[src/hdl/bpr_pkg.sv]
// Package for the button press/release event block.
// Holds shared constants, register indexes, the controller state type and
// the control structs passed between the controller, lanes and merge stage.
package bpr_pkg;

  localparam int NUM_BUTTONS_DEF      = 3;
  localparam int SLOTS_PER_BUTTON_DEF = 4;
  localparam int TIME_BITS_DEF        = 32;

  localparam int TIME_W       = 32;
  localparam int PIN_W        = 3;
  localparam int IDX_W        = 2;
  localparam int FIRED_W      = 4;
  localparam int CFG_IDX_W    = 2;
  localparam int CFG_DATA_W   = 64;
  localparam int INTERVAL_W   = 16;
  localparam int SLOT_W       = 16;
  localparam int DUR_W        = 14;
  localparam int SLOT_VALID   = 15;
  localparam int SLOT_RELEASE = 14;
  localparam int SLOT_REGS    = 3;
  localparam int MAX_EVENTS   = 3;
  localparam int EVT_CNT_W    = 3;

  localparam logic [INTERVAL_W-1:0] SAMPLE_INTERVAL_RST = 16'd200;

  localparam logic [CFG_IDX_W-1:0] CFG_SAMPLE_INTERVAL = 2'd0;
  localparam logic [CFG_IDX_W-1:0] CFG_BUTTON0_SLOTS   = 2'd1;
  localparam logic [CFG_IDX_W-1:0] CFG_BUTTON1_SLOTS   = 2'd2;
  localparam logic [CFG_IDX_W-1:0] CFG_BUTTON2_SLOTS   = 2'd3;

  typedef enum logic [1:0] {
    ST_IDLE,
    ST_CHECK,
    ST_MATCH,
    ST_EMIT
  } bpr_state_e;

  typedef struct packed {
    logic sample;
    logic match;
  } bpr_lane_ctrl_t;

  typedef struct packed {
    logic load;
    logic run;
  } bpr_merge_ctrl_t;

endpackage

[src/hdl/bpr_if.sv]
// Valid/ready channel interfaces for ticks in and events out.
// Depends on bpr_pkg for field widths.
interface bpr_in_if;
  logic                       valid;
  logic                       ready;
  logic [bpr_pkg::TIME_W-1:0] time_ms;
  logic [bpr_pkg::PIN_W-1:0]  pin_levels;

  modport source (output valid, output time_ms, output pin_levels, input ready);
  modport sink   (input valid, input time_ms, input pin_levels, output ready);
endinterface

interface bpr_out_if;
  logic                        valid;
  logic                        ready;
  logic [bpr_pkg::IDX_W-1:0]   button_index;
  logic                        event_kind;
  logic [bpr_pkg::TIME_W-1:0]  held_time;
  logic [bpr_pkg::FIRED_W-1:0] fired_slots;
  logic                        last_event;

  modport source (output valid, output button_index, output event_kind,
                  output held_time, output fired_slots, output last_event,
                  input ready);
  modport sink   (input valid, input button_index, input event_kind,
                  input held_time, input fired_slots, input last_event,
                  output ready);
endinterface

[src/hdl/bpr_lane.sv]
// One button lane: stored press state, press start time, event capture
// and handler slot matching. Depends on bpr_pkg.
module bpr_lane #(
  parameter int SLOTS_PER_BUTTON = bpr_pkg::SLOTS_PER_BUTTON_DEF,
  parameter int TIME_BITS        = bpr_pkg::TIME_BITS_DEF
) (
  input  logic                              clk_i,
  input  logic                              rst_ni,
  input  bpr_pkg::bpr_lane_ctrl_t           ctrl_i,
  input  logic [TIME_BITS-1:0]              now_i,
  input  logic                              pressed_now_i,
  input  logic [bpr_pkg::CFG_DATA_W-1:0]    slots_i,
  output logic                              ev_valid_o,
  output logic                              release_o,
  output logic [TIME_BITS-1:0]              held_o,
  output logic [SLOTS_PER_BUTTON-1:0]       mask_o
);

  logic                        pressed_q;
  logic [TIME_BITS-1:0]        start_q;
  logic                        ev_q;
  logic                        rel_q;
  logic [TIME_BITS-1:0]        held_q;
  logic [SLOTS_PER_BUTTON-1:0] mask_q;
  logic [SLOTS_PER_BUTTON-1:0] mask_d;

  always_ff @(posedge clk_i or negedge rst_ni) begin
    if (!rst_ni) begin
      pressed_q <= 1'b0;
      start_q   <= '0;
      ev_q      <= 1'b0;
    end else if (ctrl_i.sample) begin
      ev_q <= (pressed_now_i != pressed_q);
      if (pressed_now_i != pressed_q) begin
        pressed_q <= pressed_now_i;
        if (!pressed_q) begin
          start_q <= now_i;
        end
      end
    end
  end

  always_ff @(posedge clk_i) begin
    if (ctrl_i.sample) begin
      rel_q  <= pressed_q;
      held_q <= pressed_q ? (now_i - start_q) : '0;
    end
    if (ctrl_i.match) begin
      mask_q <= mask_d;
    end
  end

  always_comb begin
    logic                        alive;
    logic [bpr_pkg::SLOT_W-1:0]  s;
    logic [TIME_BITS-1:0]        dur;
    alive  = 1'b1;
    mask_d = '0;
    for (int k = 0; k < SLOTS_PER_BUTTON; k++) begin
      s   = slots_i[k*bpr_pkg::SLOT_W +: bpr_pkg::SLOT_W];
      dur = {{(TIME_BITS-bpr_pkg::DUR_W){1'b0}}, s[bpr_pkg::DUR_W-1:0]};
      if (!s[bpr_pkg::SLOT_VALID]) begin
        alive = 1'b0;
      end
      if (alive && (s[bpr_pkg::SLOT_RELEASE] == rel_q) &&
          (!rel_q || (dur == '0) || (dur < held_q))) begin
        mask_d[k] = 1'b1;
      end
    end
  end

  assign ev_valid_o = ev_q;
  assign release_o  = rel_q;
  assign held_o     = held_q;
  assign mask_o     = mask_q;

endmodule

[src/hdl/bpr_merge.sv]
// Merge stage: picks lane events in button order, caps them per tick,
// and drives the registered event output. Depends on bpr_pkg, bpr_if.
module bpr_merge #(
  parameter int NUM_BUTTONS      = bpr_pkg::NUM_BUTTONS_DEF,
  parameter int SLOTS_PER_BUTTON = bpr_pkg::SLOTS_PER_BUTTON_DEF,
  parameter int TIME_BITS        = bpr_pkg::TIME_BITS_DEF
) (
  input  logic                                          clk_i,
  input  logic                                          rst_ni,
  input  bpr_pkg::bpr_merge_ctrl_t                      ctrl_i,
  input  logic [NUM_BUTTONS-1:0]                        ev_valid_i,
  input  logic [NUM_BUTTONS-1:0]                        release_i,
  input  logic [NUM_BUTTONS-1:0][TIME_BITS-1:0]         held_i,
  input  logic [NUM_BUTTONS-1:0][SLOTS_PER_BUTTON-1:0]  mask_i,
  output logic                                          busy_o,
  bpr_out_if.source                                     out_o
);

  logic [NUM_BUTTONS-1:0]      pend_q, pend_d, sel;
  logic                        vld_q;
  logic                        take;
  logic [bpr_pkg::IDX_W-1:0]   idx_d, idx_q;
  logic                        kind_d, kind_q;
  logic [TIME_BITS-1:0]        held_d;
  logic [bpr_pkg::TIME_W-1:0]  held_q;
  logic [SLOTS_PER_BUTTON-1:0] mask_d;
  logic [bpr_pkg::FIRED_W-1:0] mask_q;
  logic                        last_q;

  always_comb begin
    logic found;
    found  = 1'b0;
    sel    = '0;
    idx_d  = '0;
    kind_d = 1'b0;
    held_d = '0;
    mask_d = '0;
    for (int i = 0; i < NUM_BUTTONS; i++) begin
      if (pend_q[i] && !found) begin
        found  = 1'b1;
        sel[i] = 1'b1;
        idx_d  = bpr_pkg::IDX_W'(i);
        kind_d = release_i[i];
        held_d = held_i[i];
        mask_d = mask_i[i];
      end
    end
  end

  assign take = ctrl_i.run && (pend_q != '0) && (!vld_q || out_o.ready);

  always_comb begin
    logic [bpr_pkg::EVT_CNT_W-1:0] cnt;
    cnt    = '0;
    pend_d = pend_q;
    if (ctrl_i.load) begin
      for (int i = 0; i < NUM_BUTTONS; i++) begin
        pend_d[i] = ev_valid_i[i] && (cnt < bpr_pkg::EVT_CNT_W'(bpr_pkg::MAX_EVENTS));
        if (ev_valid_i[i]) begin
          cnt = cnt + 1'b1;
        end
      end
    end else if (take) begin
      pend_d = pend_q & ~sel;
    end
  end

  always_ff @(posedge clk_i or negedge rst_ni) begin
    if (!rst_ni) begin
      pend_q <= '0;
      vld_q  <= 1'b0;
    end else begin
      pend_q <= pend_d;
      if (take) begin
        vld_q <= 1'b1;
      end else if (out_o.ready) begin
        vld_q <= 1'b0;
      end
    end
  end

  always_ff @(posedge clk_i) begin
    if (take) begin
      idx_q  <= idx_d;
      kind_q <= kind_d;
      held_q <= bpr_pkg::TIME_W'(held_d);
      mask_q <= bpr_pkg::FIRED_W'(mask_d);
      last_q <= ((pend_q & ~sel) == '0);
    end
  end

  assign busy_o             = (pend_q != '0);
  assign out_o.valid        = vld_q;
  assign out_o.button_index = idx_q;
  assign out_o.event_kind   = kind_q;
  assign out_o.held_time    = held_q;
  assign out_o.fired_slots  = mask_q;
  assign out_o.last_event   = last_q;

endmodule

[src/hdl/button_press_release_events.sv]
// Button press/release event block: top level with controller, config
// registers, one lane per button and the merge stage.
// Each accepted tick goes to the check state; a sampled tick goes on through
// the match and emit states, which send up to 3 events in button order, and
// a tick that does not sample returns to idle. Output stalls hold the emit state.
// The output register lets the next tick be taken while an event waits.
// Reset (async, active low): all buttons released, start and last sample times zero, interval 200.
module button_press_release_events #(
  parameter int NUM_BUTTONS      = bpr_pkg::NUM_BUTTONS_DEF,
  parameter int SLOTS_PER_BUTTON = bpr_pkg::SLOTS_PER_BUTTON_DEF,
  parameter int TIME_BITS        = bpr_pkg::TIME_BITS_DEF
) (
  input  logic                             clk_i,
  input  logic                             rst_ni,
  bpr_in_if.sink                           in_i,
  bpr_out_if.source                        out_o,
  input  logic                             cfg_we_i,
  input  logic [bpr_pkg::CFG_IDX_W-1:0]    cfg_idx_i,
  input  logic [bpr_pkg::CFG_DATA_W-1:0]   cfg_data_i
);

  bpr_pkg::bpr_state_e state_q, state_d;

  logic [bpr_pkg::INTERVAL_W-1:0] interval_q;
  logic [bpr_pkg::CFG_DATA_W-1:0] slots_q [bpr_pkg::SLOT_REGS];
  logic [TIME_BITS-1:0]           last_q;
  logic [TIME_BITS-1:0]           now_q;
  logic [bpr_pkg::PIN_W-1:0]      lvl_q;
  logic                           in_xfer;
  logic                           due;
  logic                           busy;

  bpr_pkg::bpr_lane_ctrl_t  lane_ctrl;
  bpr_pkg::bpr_merge_ctrl_t merge_ctrl;

  logic [NUM_BUTTONS-1:0]                       ev_valid, release_w;
  logic [NUM_BUTTONS-1:0][TIME_BITS-1:0]        held;
  logic [NUM_BUTTONS-1:0][SLOTS_PER_BUTTON-1:0] mask;

  assign in_i.ready = (state_q == bpr_pkg::ST_IDLE);
  assign in_xfer    = in_i.valid && in_i.ready;
  assign due        = ((now_q - last_q) >=
                       {{(TIME_BITS-bpr_pkg::INTERVAL_W){1'b0}}, interval_q});

  always_ff @(posedge clk_i or negedge rst_ni) begin
    if (!rst_ni) begin
      interval_q <= bpr_pkg::SAMPLE_INTERVAL_RST;
      for (int b = 0; b < bpr_pkg::SLOT_REGS; b++) begin
        slots_q[b] <= '0;
      end
    end else if (cfg_we_i) begin
      unique case (cfg_idx_i)
        bpr_pkg::CFG_SAMPLE_INTERVAL: interval_q <= cfg_data_i[bpr_pkg::INTERVAL_W-1:0];
        bpr_pkg::CFG_BUTTON0_SLOTS:   slots_q[0] <= cfg_data_i;
        bpr_pkg::CFG_BUTTON1_SLOTS:   slots_q[1] <= cfg_data_i;
        bpr_pkg::CFG_BUTTON2_SLOTS:   slots_q[2] <= cfg_data_i;
        default: ;
      endcase
    end
  end

  always_ff @(posedge clk_i or negedge rst_ni) begin
    if (!rst_ni) begin
      state_q <= bpr_pkg::ST_IDLE;
      last_q  <= '0;
    end else begin
      state_q <= state_d;
      if (lane_ctrl.sample) begin
        last_q <= now_q;
      end
    end
  end

  always_ff @(posedge clk_i) begin
    if (in_xfer) begin
      now_q <= in_i.time_ms[TIME_BITS-1:0];
      lvl_q <= in_i.pin_levels;
    end
  end

  always_comb begin
    state_d          = state_q;
    lane_ctrl        = '0;
    merge_ctrl       = '0;
    unique case (state_q)
      bpr_pkg::ST_IDLE: begin
        if (in_xfer) begin
          state_d = bpr_pkg::ST_CHECK;
        end
      end
      bpr_pkg::ST_CHECK: begin
        if (due) begin
          lane_ctrl.sample = 1'b1;
          state_d          = bpr_pkg::ST_MATCH;
        end else begin
          state_d = bpr_pkg::ST_IDLE;
        end
      end
      bpr_pkg::ST_MATCH: begin
        lane_ctrl.match = 1'b1;
        merge_ctrl.load = 1'b1;
        state_d         = bpr_pkg::ST_EMIT;
      end
      bpr_pkg::ST_EMIT: begin
        merge_ctrl.run = 1'b1;
        if (!busy) begin
          state_d = bpr_pkg::ST_IDLE;
        end
      end
      default: state_d = bpr_pkg::ST_IDLE;
    endcase
  end

  for (genvar b = 0; b < NUM_BUTTONS; b++) begin : g_lane
    logic                           pressed_now;
    logic [bpr_pkg::CFG_DATA_W-1:0] lane_slots;

    if (b < bpr_pkg::SLOT_REGS) begin : g_pin
      assign pressed_now = !lvl_q[b];
      assign lane_slots  = slots_q[b];
    end else begin : g_nopin
      assign pressed_now = 1'b1;
      assign lane_slots  = '0;
    end

    bpr_lane #(
      .SLOTS_PER_BUTTON (SLOTS_PER_BUTTON),
      .TIME_BITS        (TIME_BITS)
    ) u_lane (
      .clk_i         (clk_i),
      .rst_ni        (rst_ni),
      .ctrl_i        (lane_ctrl),
      .now_i         (now_q),
      .pressed_now_i (pressed_now),
      .slots_i       (lane_slots),
      .ev_valid_o    (ev_valid[b]),
      .release_o     (release_w[b]),
      .held_o        (held[b]),
      .mask_o        (mask[b])
    );
  end

  bpr_merge #(
    .NUM_BUTTONS      (NUM_BUTTONS),
    .SLOTS_PER_BUTTON (SLOTS_PER_BUTTON),
    .TIME_BITS        (TIME_BITS)
  ) u_merge (
    .clk_i      (clk_i),
    .rst_ni     (rst_ni),
    .ctrl_i     (merge_ctrl),
    .ev_valid_i (ev_valid),
    .release_i  (release_w),
    .held_i     (held),
    .mask_i     (mask),
    .busy_o     (busy),
    .out_o      (out_o)
  );

endmodule
[src/flat_wrapper.sv]
// flat-port wrapper written by rule: the top's interface ports become plain ports
module button_press_release_events_flat 
#(
  parameter int NUM_BUTTONS      = bpr_pkg::NUM_BUTTONS_DEF,
  parameter int SLOTS_PER_BUTTON = bpr_pkg::SLOTS_PER_BUTTON_DEF,
  parameter int TIME_BITS        = bpr_pkg::TIME_BITS_DEF
)
  (clk_i, rst_ni, cfg_we_i, cfg_idx_i, cfg_data_i, in_i_valid, in_i_time_ms, in_i_pin_levels, in_i_ready, out_o_valid, out_o_button_index, out_o_event_kind, out_o_held_time, out_o_fired_slots, out_o_last_event, out_o_ready);
  bpr_in_if in_i_i ();
  bpr_out_if out_o_i ();
  input  logic clk_i;
  input  logic rst_ni;
  input  logic cfg_we_i;
  input  logic [bpr_pkg::CFG_IDX_W-1:0] cfg_idx_i;
  input  logic [bpr_pkg::CFG_DATA_W-1:0] cfg_data_i;
  input wire logic [$bits(in_i_i.valid)-1:0] in_i_valid;
  input wire logic [$bits(in_i_i.time_ms)-1:0] in_i_time_ms;
  input wire logic [$bits(in_i_i.pin_levels)-1:0] in_i_pin_levels;
  output wire logic [$bits(in_i_i.ready)-1:0] in_i_ready;
  output wire logic [$bits(out_o_i.valid)-1:0] out_o_valid;
  output wire logic [$bits(out_o_i.button_index)-1:0] out_o_button_index;
  output wire logic [$bits(out_o_i.event_kind)-1:0] out_o_event_kind;
  output wire logic [$bits(out_o_i.held_time)-1:0] out_o_held_time;
  output wire logic [$bits(out_o_i.fired_slots)-1:0] out_o_fired_slots;
  output wire logic [$bits(out_o_i.last_event)-1:0] out_o_last_event;
  input wire logic [$bits(out_o_i.ready)-1:0] out_o_ready;
  assign in_i_i.valid = in_i_valid;
  assign in_i_i.time_ms = in_i_time_ms;
  assign in_i_i.pin_levels = in_i_pin_levels;
  assign in_i_ready = in_i_i.ready;
  assign out_o_valid = out_o_i.valid;
  assign out_o_button_index = out_o_i.button_index;
  assign out_o_event_kind = out_o_i.event_kind;
  assign out_o_held_time = out_o_i.held_time;
  assign out_o_fired_slots = out_o_i.fired_slots;
  assign out_o_last_event = out_o_i.last_event;
  assign out_o_i.ready = out_o_ready;
  button_press_release_events #(.NUM_BUTTONS(NUM_BUTTONS), .SLOTS_PER_BUTTON(SLOTS_PER_BUTTON), .TIME_BITS(TIME_BITS)) u_core (.clk_i(clk_i), .rst_ni(rst_ni), .in_i(in_i_i), .out_o(out_o_i), .cfg_we_i(cfg_we_i), .cfg_idx_i(cfg_idx_i), .cfg_data_i(cfg_data_i));
endmodule
[config.mk]
export PLATFORM = sky130hd
export DESIGN_NAME = button_press_release_events_flat
export DESIGN_NICKNAME = d
export VERILOG_FILES = /design/src/hdl/bpr_pkg.sv /design/src/hdl/bpr_if.sv /design/src/hdl/bpr_lane.sv /design/src/hdl/bpr_merge.sv /design/src/hdl/button_press_release_events.sv /design/src/flat_wrapper.sv
export SDC_FILE = /design/constraint.sdc
export NUM_CORES = 1
export LEC_CHECK = 0
export ABC_AREA = 1
export BUFFER_PORTS_ARGS = -buffer_cell sky130_fd_sc_hd__clkbuf_2
export CAP_MARGIN = 40
export CORE_ASPECT_RATIO = 1.1
export CORE_MARGIN = 1.5
export CORE_UTILIZATION = 45
export CTS_CLUSTER_SIZE = 20
export DETAILED_ROUTE_END_ITERATION = 10
export GPL_TIMING_DRIVEN = 0
export PLACE_DENSITY = 0.68
export RECOVER_POWER = 50
export SKIP_LAST_GASP = 1
export SYNTH_ARGS = -nofsm -noshare
export SYNTH_HDL_FRONTEND = slang
export SYNTH_HIERARCHICAL = 1
export SYNTH_SLANG_ARGS = --single-unit
[constraint.sdc]
create_clock -name clk_i -period 15.48 [get_ports clk_i]
set_clock_uncertainty 0.15 [all_clocks]
set_input_delay 2.322 -clock clk_i [delete_from_list [all_inputs] [get_ports clk_i]]
set_output_delay 2.322 -clock clk_i [all_outputs]
set_load 0.02 [all_outputs]
==> reports/results.txt <==
Clock Power Share -> 18.6%
Relative slew slack -> -170%
Initial antenna violation count -> 2
PD cells -> 209 mW/mm2
Outcome -> finished, violations left
Max incr delay on CP -> 690 ps
Die Area -> 0.0792 mm2
Share of the synthesized area in the top cell type -> 24.8%
Crit path time final -> 5660 ps
Crit. End Element -> register
First-pass GRT wire length -> 174000 um
Die Span X -> 268 um
Period utilization -> 36.5%
CTS buffer count -> 61
DRC errors left -> 0
Critical path data arrival time -> 6010 ps
Most frequent cell on the critical path -> nand2_1
Area Overhead vs Synth -> 11.8%
WL/cell -> 19.7 um
Drt pass-1 iters -> 6
Core region area -> 0.0764 mm2
Cts hold-fix bufs -> 0
Combinational share of power -> 52.4%
Final WS setup -> 9820 ps
# rows -> 106
Tot GR Track Use -> 29.6%
Avg Cell Area, Syn -> 7.50 um2
TritonCTS clock tree -> built
Clk slew on worst S/H paths -> 70 ps
NumNets Final -> 5280
Worst slew pin tran -> 4060 ps
Synth area leaders -> dfrtp_1, edfxtp_1, nand2_1
Worst path slowest cell -> edfxtp_1
Vias in the first global route -> 29.1k
Crit path kind -> reg -> reg
Critical path data required time -> 15840 ps
Net Count, Synth -> 5059
Failing checks -> capacitance limit, slew limit
Sw Ratio -> 47.7%
Largest area contributor in the netlist -> dfrtp_1
Vias per cell -> 5.25
Synth Register Bits -> 534
Mapped Area -> 0.0349 mm2
Die Y-Extent -> 295 um
Root Buffer -> clkbuf_16
Max-cap violations -> 1
Detailed placement HPWL -> 91400 um
Hold path cells -> 2
Sw power -> 0.00389 W
Ys async rst share -> 65.2%
Final Power -> 0.00816 W
RSZ-0062 raised after global routing -> false
CP max FO -> 62
R2R Setup Slk -> 9820 ps
Initial Util -> 45.7%
Count of cell types in the netlist -> 50
Maximum clock path buffer count -> 3
Post-synth EDFFs -> 186
Setup violators final -> 0
GRT overflow -> 0
Tightest Hold Check Type -> reg -> reg
Sink Count -> 534
Routability-driven placement congestion ratio -> 1.01
Max VDD drop -> 125 uV
Endpoints failing hold -> 0
Routed wire length -> 117000 um
Post-CTS Setup Bufs -> 0
Leakage Power -> 20.5 nW
Setup_tns -> 0 ps
Port bufs -> 147
Dpl ws -> 9840 ps
Sequential fraction of the synthesis area -> 41.0%
FMAX -> 0.177 GHz
Fill count -> 7566
CP startpoint kind -> register
Largest net degree at the start of global routing -> 107
Ys Warns -> 6
Worst R2R Path Depth -> 26
Ports -> 148
H-tree levels -> 2
PostCTS Resize Cnt -> 0
Via count -> 31.3k
Primary FF master, synth -> dfrtp_1
Share of layout cells above drive strength 1 -> 9.24%
DRT antenna net count -> 0
Post-Synthesis Cells -> 4652
P_int -> 0.00427 W
Register share of total power -> 29.0%
Final slew viol count -> 65
Clock latency on the worst-skew pair -> 660 ps
Drt first-iter violations -> 2796
==> power groups by stage <==
| stage | logic, W | clock network (W) | registers, W |
|---|---|---|---|
| floorplan | 0.00299 | 0 | 0.00229 |
| global placement | 0.00415 | 0 | 0.00239 |
| detailed placement | 0.00425 | 0 | 0.00238 |
| CTS | 0.00428 | 0.00155 | 0.00236 |
| global route | 0.00478 | 0.00160 | 0.00241 |
| finish | 0.00428 | 0.00152 | 0.00236 |
==> layout by cell type, fill, tap and decap left out, types with 18 or more instances in the layout <==
cell and instances:
nand2_1 1453, inv_1 726, nor2_1 367, dfrtp_1 345, a21oi_1 323, ha_1 297
o21ai_0 287, nand3_1 198, edfxtp_1 186, clkbuf_2 143, clkbuf_1 72, clkbuf_16 62
nand2_2 57, nor4_1 55, nor2_2 29, inv_2 28, nand4_1 27, xor2_1 23
nor3_1 23, and2_1 18
==> path summary, 6_finish.rpt <==
path / from / endpoint
setup reg to reg: u_core/now_q[3] / u_core/g_lane[1].u_lane/start_q[30]
min in group asynchronous: rst_ni / u_core/g_lane[1].lane_slots[18]
max in group asynchronous: rst_ni / u_core/g_lane[0].lane_slots[7]
hold / removal: u_core/last_q[30] / u_core/last_q[30]
hold reg to reg: u_core/last_q[30] / u_core/last_q[30]
setup / recovery: u_core/now_q[3] / u_core/g_lane[1].u_lane/start_q[30]
==> Yosys cell counts (all sizes together) (27+ instances only) <==
cell    instances
ha            297
nor2          398
edfxtp        186
inv           756
nand2        1513
nand3         204
nand4          27
clkbuf         61
a21oi         324
nor3           39
dfrtp         345
buf            36
o21ai         288
nor4           55
==> cells by family (layout without fill, tap and decap cells) <==
logic type	after synthesis	after routing	synth area share (%)
buf+inv	853	1127	9.60
compound gates	656	656	9.85
fa+ha+maj	301	301	10.9
xor+xnor	27	27	0.678
flops	534	534	41.0
mux	3	3	0.0969
simple gates	2278	2278	27.9
other cells	0	3	0
==> worst max-delay path, delay by kind of cell (launching register included) <==
family / cells / cell delay [ps]
xor+xnor: 1 / 160
simple gates: 16 / 1880
fa+ha+maj: 2 / 780
compound gates: 3 / 520
flops: 1 / 690
buf+inv: 4 / 1220
==> state kept, by name (all words and copies together), names as in the netlist, named ones only <==
name	flops
u_core/u_merge/pend_q	3
u_core/g_lane.u_lane/start_q	96
u_core/u_merge/out_o.last_event	1
u_core/u_merge/out_o.valid	1
u_core/now_q	32
u_core/lvl_q	3
u_core/g_lane.u_lane/ev_valid_o	3
u_core/u_merge/out_o.held_time	32
u_core/g_lane.u_lane/mask_o	12
u_core/u_merge/out_o.event_kind	1
u_core/u_merge/out_o.fired_slots	4
u_core/g_lane.u_lane/pressed_q	3
u_core/state_q	1
u_core/g_lane.u_lane/held_o	96
u_core/last_q	32
u_core/g_lane.lane_slots	192
u_core/interval_q	16
u_core/g_lane.u_lane/release_o	3
u_core/u_merge/out_o.button_index	2
==> routing by layer <==
metal  track usage, %  vias to the layer above  share of wire (%)
met5                0                        -             0.0094
met4             16.3                        2                6.3
met3             5.06                      305                7.5
met2             47.4                     1179                 45
met1             38.0                    14466                 41
li1                 -                    15312                  -
==> area by class of cell <==
| type | count | area, um2 | share of cell area [%] |
|---|---|---|---|
| Buffer | 97 | 480 | 1.23 |
| Antenna cell | 3 | 7.51 | 0.0193 |
| Tap cell | 1026 | 1280 | 3.29 |
| Timing Repair Buffer | 158 | 906 | 2.32 |
| Multi-Input combinational cell | 3265 | 17100 | 43.8 |
| Clock inverter | 43 | 444 | 1.14 |
| Sequential cell | 534 | 14300 | 36.7 |
| Clock buffer | 73 | 1670 | 4.29 |
| Inverter | 756 | 2840 | 7.28 |
==> metrics by stage <==
step                hold slack [ps]  cell area (um2)  utilization, %  std cells
floorplan                       292            34900               -       4652
global placement                304            36900            48.3       5825
detailed placement              310            37100            48.6       5836
CTS                             325            39200            51.3       5952
global route                    346            39000            51.0       5952
finish                          322            39000            51.0       5955
Power figures use the tool's default switching activity.
